`config.mk`:
```
export PLATFORM = sky130hd
export DESIGN_NAME = ttl_cache_with_min_expiry_eviction
export DESIGN_NICKNAME = d
export VERILOG_FILES = /design/src/sv/ttlc_pkg.sv /design/src/sv/ttlc_controller.sv /design/src/sv/ttlc_datapath.sv /design/src/sv/ttl_cache_with_min_expiry_eviction.sv
export VERILOG_INCLUDE_DIRS = /design/src /design/src/sv
export SDC_FILE = /design/constraint.sdc
export NUM_CORES = 2
export LEC_CHECK = 0
export BUFFER_PORTS_ARGS = -buffer_cell sky130_fd_sc_hd__buf_2
export CORE_UTILIZATION = 40
export DETAILED_ROUTE_END_ITERATION = 8
export GPL_TIMING_DRIVEN = 0
export SLEW_MARGIN = 20
export SYNTH_ARGS = -nofsm -noshare
export SYNTH_HDL_FRONTEND = slang
export SYNTH_SLANG_ARGS = --single-unit
```
`constraint.sdc`:
```
create_clock -name clock -period 108.8 [get_ports clock]
set_clock_uncertainty 0.05 [all_clocks]
set_input_delay 21.76 -clock clock [delete_from_list [all_inputs] [get_ports clock]]
set_output_delay 21.76 -clock clock [all_outputs]
set_load 0.02 [all_outputs]
```
`src/sv/ttl_cache_with_min_expiry_eviction_defines.svh`:
```
// Assertion macros used by the answer cache datapath.
// No dependencies; include after the package import is in scope.
`ifndef TTL_CACHE_WITH_MIN_EXPIRY_EVICTION_DEFINES_SVH
`define TTL_CACHE_WITH_MIN_EXPIRY_EVICTION_DEFINES_SVH

// Same-cycle implication, disabled while reset is high.
`define TTLC_ASSERT_IMPLIES(label, clk, rst, ante, cons, msg) \
   label: assert property (@(posedge clk) disable iff (rst) (ante) |-> (cons)) \
      else $error(msg);

// Next-cycle implication, disabled while reset is high.
`define TTLC_ASSERT_NEXT(label, clk, rst, ante, cons, msg) \
   label: assert property (@(posedge clk) disable iff (rst) (ante) |=> (cons)) \
      else $error(msg);

`endif

```
`src/sv/ttlc_pkg.sv`:
```
// Types and constants of the answer cache.
// Used by the controller, the datapath and the top level.
package ttlc_pkg;

   localparam int NUM_ENTRIES = 16;
   localparam int IDX_W       = (NUM_ENTRIES > 1) ? $clog2(NUM_ENTRIES) : 1;
   localparam int SLOT_W      = 4;

   localparam logic CMD_LOOKUP = 1'b0;
   localparam logic CMD_INSERT = 1'b1;

   typedef struct packed {
      logic        cmd;
      logic [63:0] name_key;
      logic [15:0] record_type;
      logic [15:0] record_class;
      logic [31:0] now_seconds;
      logic [30:0] time_to_live;
      logic        has_answer;
      logic [31:0] response_handle;
   } req_type;

   typedef struct packed {
      logic              hit;
      logic [SLOT_W-1:0] slot;
      logic [31:0]       expiry_time;
      logic [31:0]       handle_out;
      logic              replaced_valid;
      logic              stored;
   } rsp_type;

   // One stored record.
   typedef struct packed {
      logic [63:0] key;
      logic [15:0] rtype;
      logic [15:0] rclass;
      logic [31:0] expiry;
      logic [31:0] handle;
   } ent_rec_type;

   typedef struct packed {
      logic load;
      logic scan_en;
      logic finish;
   } ctrl_type;

   typedef struct packed {
      logic scan_last;
   } status_type;

   typedef enum logic [3:0] {
      ST_IDLE   = 4'b0001,
      ST_SCAN   = 4'b0010,
      ST_DRAIN  = 4'b0100,
      ST_FINISH = 4'b1000
   } state_type;

   // Low slot bits of an entry index, for any index width.
   function automatic logic [SLOT_W-1:0] idx_to_slot(input logic [IDX_W-1:0] idx);
      logic [IDX_W+SLOT_W-1:0] wide;
      wide = {{SLOT_W{1'b0}}, idx};
      return wide[SLOT_W-1:0];
   endfunction

endpackage

```
`src/sv/ttlc_controller.sv`:
```
// Sequencer of the answer cache: accept, scan, drain, finish.
// Depends on ttlc_pkg.
module ttlc_controller (
   input  logic                  clock,
   input  logic                  reset,
   input  logic                  start,
   output logic                  busy,
   input  ttlc_pkg::status_type  status,
   output ttlc_pkg::ctrl_type    ctrl
);
   import ttlc_pkg::*;

   state_type state_ff, state_in;

   always_comb begin
      state_in     = state_ff;
      ctrl         = '0;
      unique case (state_ff)
         ST_IDLE: begin
            if (start) begin
               ctrl.load = 1'b1;
               state_in  = ST_SCAN;
            end
         end
         ST_SCAN: begin
            ctrl.scan_en = 1'b1;
            if (status.scan_last) state_in = ST_DRAIN;
         end
         ST_DRAIN: begin
            // last entry is compared here
            state_in = ST_FINISH;
         end
         ST_FINISH: begin
            ctrl.finish = 1'b1;
            state_in    = ST_IDLE;
         end
         default: begin
            state_in = ST_IDLE;
         end
      endcase
   end

   assign busy = (state_ff != ST_IDLE);

   always_ff @(posedge clock) begin
      if (reset) begin
         state_ff <= ST_IDLE;
      end else begin
         state_ff <= state_in;
      end
   end

endmodule

```
`src/sv/ttlc_datapath.sv`:
```
// Record store, scan trackers and response register of the answer cache.
// Depends on ttlc_pkg and the assertion macro header.
`include "ttl_cache_with_min_expiry_eviction_defines.svh"
module ttlc_datapath (
   input  logic                  clock,
   input  logic                  reset,
   input  ttlc_pkg::ctrl_type    ctrl,
   output ttlc_pkg::status_type  status,
   input  ttlc_pkg::req_type     req,
   output logic                  rsp_valid,
   output ttlc_pkg::rsp_type     rsp
);
   import ttlc_pkg::*;

   ent_rec_type             mem [NUM_ENTRIES];
   logic [NUM_ENTRIES-1:0]  valid_ff, valid_in;

   req_type                 req_ff;
   logic [IDX_W-1:0]        rd_idx_ff, rd_idx_in;
   ent_rec_type             rdata_ff;
   logic                    rvalid_ff;
   logic                    cmp_vld_ff;
   logic [IDX_W-1:0]        cmp_idx_ff;

   logic                    match_found_ff, match_found_in;
   logic [IDX_W-1:0]        match_idx_ff, match_idx_in;
   logic [31:0]             match_exp_ff, match_exp_in;
   logic [31:0]             match_handle_ff, match_handle_in;
   logic                    exp_found_ff, exp_found_in;
   logic [IDX_W-1:0]        exp_idx_ff, exp_idx_in;
   logic [31:0]             min_exp_ff, min_exp_in;
   logic [IDX_W-1:0]        min_idx_ff, min_idx_in;

   logic                    rsp_valid_ff;
   rsp_type                 rsp_ff, rsp_in;

   logic [31:0]             cur_exp;
   logic                    key_eq;
   logic [IDX_W-1:0]        pick;
   logic [32:0]             sum;
   logic [31:0]             expiry_sat;
   logic                    wr_en;
   ent_rec_type             wr_rec;

   // An empty slot reads as expiry zero.
   assign cur_exp = rvalid_ff ? rdata_ff.expiry : 32'd0;
   assign key_eq  = rvalid_ff && (rdata_ff.key == req_ff.name_key)
                    && (rdata_ff.rtype == req_ff.record_type)
                    && (rdata_ff.rclass == req_ff.record_class);

   assign status.scan_last = (rd_idx_ff == IDX_W'(NUM_ENTRIES - 1));

   always_comb begin
      rd_idx_in       = rd_idx_ff;
      match_found_in  = match_found_ff;
      match_idx_in    = match_idx_ff;
      match_exp_in    = match_exp_ff;
      match_handle_in = match_handle_ff;
      exp_found_in    = exp_found_ff;
      exp_idx_in      = exp_idx_ff;
      min_exp_in      = min_exp_ff;
      min_idx_in      = min_idx_ff;
      if (ctrl.load) begin
         rd_idx_in      = '0;
         match_found_in = 1'b0;
         exp_found_in   = 1'b0;
      end else begin
         if (ctrl.scan_en) rd_idx_in = rd_idx_ff + 1'b1;
         if (cmp_vld_ff) begin
            if (!match_found_ff && key_eq) begin
               match_found_in  = 1'b1;
               match_idx_in    = cmp_idx_ff;
               match_exp_in    = rdata_ff.expiry;
               match_handle_in = rdata_ff.handle;
            end
            if (!exp_found_ff && rvalid_ff && (rdata_ff.expiry <= req_ff.now_seconds)) begin
               exp_found_in = 1'b1;
               exp_idx_in   = cmp_idx_ff;
            end
            // strict compare keeps the lowest index on ties
            if ((cmp_idx_ff == '0) || (cur_exp < min_exp_ff)) begin
               min_exp_in = cur_exp;
               min_idx_in = cmp_idx_ff;
            end
         end
      end
   end

   assign pick = match_found_ff ? match_idx_ff : (exp_found_ff ? exp_idx_ff : min_idx_ff);
   assign sum  = {1'b0, req_ff.now_seconds} + {2'b00, req_ff.time_to_live};
   assign expiry_sat = sum[32] ? 32'hFFFF_FFFF : sum[31:0];
   assign wr_en = ctrl.finish && (req_ff.cmd == CMD_INSERT) && req_ff.has_answer;

   always_comb begin
      wr_rec.key    = req_ff.name_key;
      wr_rec.rtype  = req_ff.record_type;
      wr_rec.rclass = req_ff.record_class;
      wr_rec.expiry = expiry_sat;
      wr_rec.handle = req_ff.response_handle;
   end

   always_comb begin
      valid_in = valid_ff;
      if (wr_en) valid_in[pick] = 1'b1;
   end

   always_comb begin
      rsp_in = '0;
      if (req_ff.cmd == CMD_LOOKUP) begin
         if (match_found_ff) begin
            rsp_in.hit         = 1'b1;
            rsp_in.slot        = idx_to_slot(match_idx_ff);
            rsp_in.expiry_time = match_exp_ff;
            rsp_in.handle_out  = match_handle_ff;
         end
      end else if (req_ff.has_answer) begin
         rsp_in.slot           = idx_to_slot(pick);
         rsp_in.expiry_time    = expiry_sat;
         rsp_in.handle_out     = req_ff.response_handle;
         rsp_in.replaced_valid = valid_ff[pick];
         rsp_in.stored         = 1'b1;
      end
   end

   // Record memory: one write port, one registered read port.
   always_ff @(posedge clock) begin
      if (wr_en) mem[pick] <= wr_rec;
      if (ctrl.scan_en) rdata_ff <= mem[rd_idx_ff];
   end

   always_ff @(posedge clock) begin
      if (ctrl.load) req_ff <= req;
      if (ctrl.scan_en) begin
         rvalid_ff  <= valid_ff[rd_idx_ff];
         cmp_idx_ff <= rd_idx_ff;
      end
      if (ctrl.finish) rsp_ff <= rsp_in;
      rd_idx_ff       <= rd_idx_in;
      match_idx_ff    <= match_idx_in;
      match_exp_ff    <= match_exp_in;
      match_handle_ff <= match_handle_in;
      exp_idx_ff      <= exp_idx_in;
      min_exp_ff      <= min_exp_in;
      min_idx_ff      <= min_idx_in;
   end

   always_ff @(posedge clock) begin
      if (reset) begin
         valid_ff       <= '0;
         cmp_vld_ff     <= 1'b0;
         match_found_ff <= 1'b0;
         exp_found_ff   <= 1'b0;
         rsp_valid_ff   <= 1'b0;
      end else begin
         valid_ff       <= valid_in;
         cmp_vld_ff     <= ctrl.scan_en;
         match_found_ff <= match_found_in;
         exp_found_ff   <= exp_found_in;
         rsp_valid_ff   <= ctrl.finish;
      end
   end

   assign rsp_valid = rsp_valid_ff;
   assign rsp       = rsp_ff;

   `TTLC_ASSERT_NEXT(a_rsp_single, clock, reset, rsp_valid_ff, !rsp_valid_ff, "response strobe longer than one cycle")
   `TTLC_ASSERT_NEXT(a_write_sets_valid, clock, reset, wr_en, valid_ff[$past(pick)] && rsp_valid_ff && rsp_ff.stored, "insert did not mark its slot valid")
   `TTLC_ASSERT_IMPLIES(a_hit_not_stored, clock, reset, rsp_valid_ff, !(rsp_ff.hit && (rsp_ff.stored || rsp_ff.replaced_valid)), "lookup and insert flags mixed in one response")

endmodule

```
`src/sv/ttl_cache_with_min_expiry_eviction.sv`:
```
// Top level of the answer cache with minimum-expiry eviction.
// Depends on ttlc_pkg, ttlc_controller and ttlc_datapath.
//
// Usage:
//   Request channel: drive req_data and raise start; the request is taken at
//   the rising edge where start is high and busy is low. busy stays high until
//   the request is finished.
//   Response channel: rsp_valid is high for exactly one cycle with rsp_data;
//   the receiver must take it then, it cannot stall the block.
//   Operation: the request scans the record memory through its single read
//   port, one entry per cycle, then a drain state does the last compare and a
//   finish state picks the slot and writes. The response strobe is registered
//   from the finish state, and busy falls in the same cycle as the strobe. One
//   request is served at a time; the next request may be accepted at the edge
//   that ends the response cycle.
//   Reset (synchronous, active high) clears all valid bits at once and
//   returns the sequencer to idle; no clearing pass is needed.
module ttl_cache_with_min_expiry_eviction (
   input  logic               clock,
   input  logic               reset,
   input  logic               start,
   output logic               busy,
   input  ttlc_pkg::req_type  req_data,
   output logic               rsp_valid,
   output ttlc_pkg::rsp_type  rsp_data
);
   import ttlc_pkg::*;

   ctrl_type   ctrl;
   status_type status;

   ttlc_controller u_ctrl (
      .clock  (clock),
      .reset  (reset),
      .start  (start),
      .busy   (busy),
      .status (status),
      .ctrl   (ctrl)
   );

   ttlc_datapath u_dp (
      .clock     (clock),
      .reset     (reset),
      .ctrl      (ctrl),
      .status    (status),
      .req       (req_data),
      .rsp_valid (rsp_valid),
      .rsp       (rsp_data)
   );

endmodule

```
==> summary.txt <==
Worst setup path
  • Worst EP required: 109.34 ns
  • CP max-delay cell: nor3_2
  • Cell chain of the critical path: buf_2, nand2_1, nor3_2, buf_6, buf_4, buf_4, buf_4, buf_4, buf_4, buf_4, buf_4
  • Delay-heaviest family, CP: buffers and inverters
  • CP Class: input pin to flip-flop
  • RR Startpoint: u_dp.req_ff[127]
  • CP Buf/Inv Count: 9
  • Cell mode on critical path: buf_4
  • Crit-path max FO: 10
  • Reg2reg end: u_dp.match_exp_ff[24]
  • FF-to-FF path depth: 7
  • CP peak stage delay: 0.57 ns
  • Arrival time of the worst setup path: 24.37 ns
  • Worst Setup End Kind: flip-flop
  • R2r setup slk: 104.20 ns
  • CP Launch Type: input pin

Clock network
  • CTS buffer count: 320
  • H-tree depth: 5
  • # clock sinks: 3125
  • Post-CTS Setup Bufs: 0
  • Cells resized by post-CTS repair: 0
  • Clk slew on worst S/H paths: 0.06 ns
  • CTS hold repair buffers: 0
  • CTS tree: built
  • Worst skew pair latency: 0.89 ns
  • Max Buffers Root-to-Sink: 4
  • CTS Root Cell: clkbuf_16

STA
  • Setup TNS: 0 ns
  • Worst relative slew slack: 23.0%
  • Worst slew pin tran: 1.15 ns
  • Min Tclk post-route: 23.83 ns
  • Final hold violation count: 0
  • Final worst slack: 84.97 ns
  • Final Max Slew Viols: 0
  • Endpoints failing setup: 0
  • Tcrit/Tclk final: 21.9%
  • Unrepaired setup endpoints after global routing: false
  • Fmax achieved: 42.0 MHz

Drt
  • ANT nets after route: 0
  • Drt drc: 74
  • Routed Wire Length: 300000 um
  • Vias per cell: 5.59
  • Detailed Routing Iterations Pass 1: 8
  • DR vias: 56000
  • DR WL/cell: 30.0 um
  • Initial drt markers: 6187

Hold path
  • Hold endpoint: u_dp.cmp_idx_ff[3]
  • Worst Hold Launch: u_dp.rd_idx_ff[3]
  • Worst min path class: flip-flop to flip-flop
  • Hold Crit Depth: 0

Yosys
  • Post-Syn Nets: 5291
  • Register bit total from synthesis: 3125
  • Synth cell types: 66
  • Ys async rst share: 0%
  • Syn Area/Cell: 23.7 um2
  • Largest area contributor in the netlist: edfxtp_1
  • Top_reg_cell synth: edfxtp_1
  • Post-synthesis sequential area ratio: 78.9%
  • Ys Warns: 0
  • Top area cells in the synthesized netlist: edfxtp_1, mux4_2, ha_1
  • Number of synthesized flops with an enable pin: 3097
  • Cell count after synthesis: 4999
  • Post-synthesis cell area: 0.119 mm2
  • Post-synth top area share: 78.4%

Cells and area
  • Nets: 6139
  • Share of layout cells above drive strength 1: 31.2%
  • Fillers: 23700
  • Synth-to-layout area growth: 18.2%
  • Post-layout util: 47.6%

Global route
  • Largest net degree at the start of global routing: 52
  • Total Routing Usage GR: 20.0%
  • GRT overflow: 0
  • Vias in the first global route: 57600
  • First-pass GRT wire length: 426000 um
  • Initial antenna violation count: 18

Die
  • Die H: 547 um
  • I/O pin cnt: 269
  • Starting density of the core: 40.3%
  • Core Footprint: 0.295 mm2
  • Die Width: 547 um
  • Die footprint: 0.299 mm2
  • Rows: 199

Pwr
  • P_leak: 0.0440 uW
  • VDD IR max: 0.0134 mV
  • P per Cell Area: 18.0 mW/mm2

Place
  • Routability cong.: 0.801
  • Place WS: 84.07 ns
  • Port Buffers: 268
  • Dpl hpwl: 198000 um

Flow run
  • Max-cap violations: 0

Status
  • Outcome: finished, violations left
  • Failing checks: DRC
==> cells in the final DEF, fill, tap and decap left out, drive strengths merged, types with 5 or more instances in the layout <==
master / count
nand2b: 8
a22o: 57
bufinv: 23
or3: 8
o21a: 13
edfxtp: 3097
a21oi: 58
dfxtp: 28
nor2: 88
diode: 6
a211oi: 6
nand2: 49
a21o: 38
buf: 609
nand3: 21
mux2i: 6
o211ai: 5
clkbuf: 527
nor4: 29
and2: 34
nand4: 24
nor2b: 8
clkinvlp: 16
inv: 89
a21boi: 8
mux4: 809
o21ai: 38
or2: 7
ha: 95
xor2: 98
xnor2: 22
nor3: 11
clkinv: 118
==> synthesized netlist by cell type (34+ instances only) <==
cell type,instances
buf_2,55
edfxtp_1,3097
a21oi_1,55
mux4_2,809
ha_1,95
a22o_1,57
xor2_1,98
inv_1,75
nand2_1,49
clkbuf_1,124
and2_1,34
a21o_1,38
nor2_1,88
==> layout make-up <==
class	count	area, um2	share of cell area [%]
Clock inverter	170	1560	1.11
Inverter	76	288	0.205
Antenna cell	6	15.0	0.0107
Sequential cell	3125	93600	66.7
Timing Repair Buffer	526	6490	4.63
Multi-Input combinational cell	1587	24100	17.2
Clock buffer	399	8440	6.02
Buffer	211	908	0.648
Tap cell	3919	4900	3.50
==> registers in the layout, summed over array words and instances (netlist names), 4 cells and up <==
register / count
u_dp.mem: 2560
u_dp.req_ff: 193
u_dp.rdata_ff: 160
u_dp.rsp: 71
u_dp.match_exp_ff: 32
u_dp.match_handle_ff: 32
u_dp.min_exp_ff: 32
u_dp.valid_ff: 16
u_ctrl.state_ff: 4
u_dp.cmp_idx_ff: 4
u_dp.exp_idx_ff: 4
u_dp.match_idx_ff: 4
u_dp.min_idx_ff: 4
u_dp.rd_idx_ff: 4
==> where the power goes <==
part | total, uW | switching [uW] | internal (uW)
sequential | 1360 | 16.4 | 1350
clock | 1060 | 455 | 607
combinational | 105 | 64.4 | 40.6
total | 2530 | 535 | 1990
==> worst max path at each step <==
stage / start / to / slack [ns] / cells after the start
floorplan: start / u_dp.match_exp_ff[0] / 59.30 / 3
global placement: start / u_dp.match_handle_ff[26] / 5.24 / 4
detailed placement: start / u_dp.req_ff[142] / 84.07 / 11
CTS: start / u_dp.req_ff[142] / 85.02 / 11
global route: start / u_dp.req_ff[142] / 84.94 / 11
finish: start / u_dp.req_ff[142] / 84.97 / 11
==> cells by family after synthesis <==
kind of cell / Yosys count / share of synthesized area, %
AOI/OAI and AO/OA: 253 / 1.53
xor gates and xnor gates: 120 / 0.886
adders and majority gates: 96 / 1.02
buffers and inverters: 287 / 0.973
DFF: 3125 / 78.9
muxes: 815 / 15.4
and+or+nand+nor: 303 / 1.31
==> metrics by stage <==
stage                     total power [uW]  cell area (um2)  hold slack (ns)  std cells
final                                 2530           140000            0.352      10000
after global routing                  2600           140000            0.364      10000
after CTS                             2550           140000            0.348      10000
after detailed placement              1490           130000            0.355       9444
after global placement                1490           125000            0.352       9186
after floorplan                       1450           119000            0.350       4999
==> routing by layer <==
metal  share of wire, %  vias up  wire, um  GRT usage (%)
met2                 49     2303    147000           32.8
li1                   -    23000         -              -
met1                 42    30200    126000           28.1
met3                6.8      421     20500           2.99
met4                2.2        4      6630           4.76
met5             0.0090        -        27              0
==> worst register-to-register path: stages, from the launching register on <==
cell	delay, ns
edfxtp_1	0.69
xor2_1	0.27
nor4_1	0.81
nand4_1	0.30
nor4_1	0.62
nand4_1	0.50
nor2_4	0.67
buf_12	0.27
(Power assumes the default switching activity.)
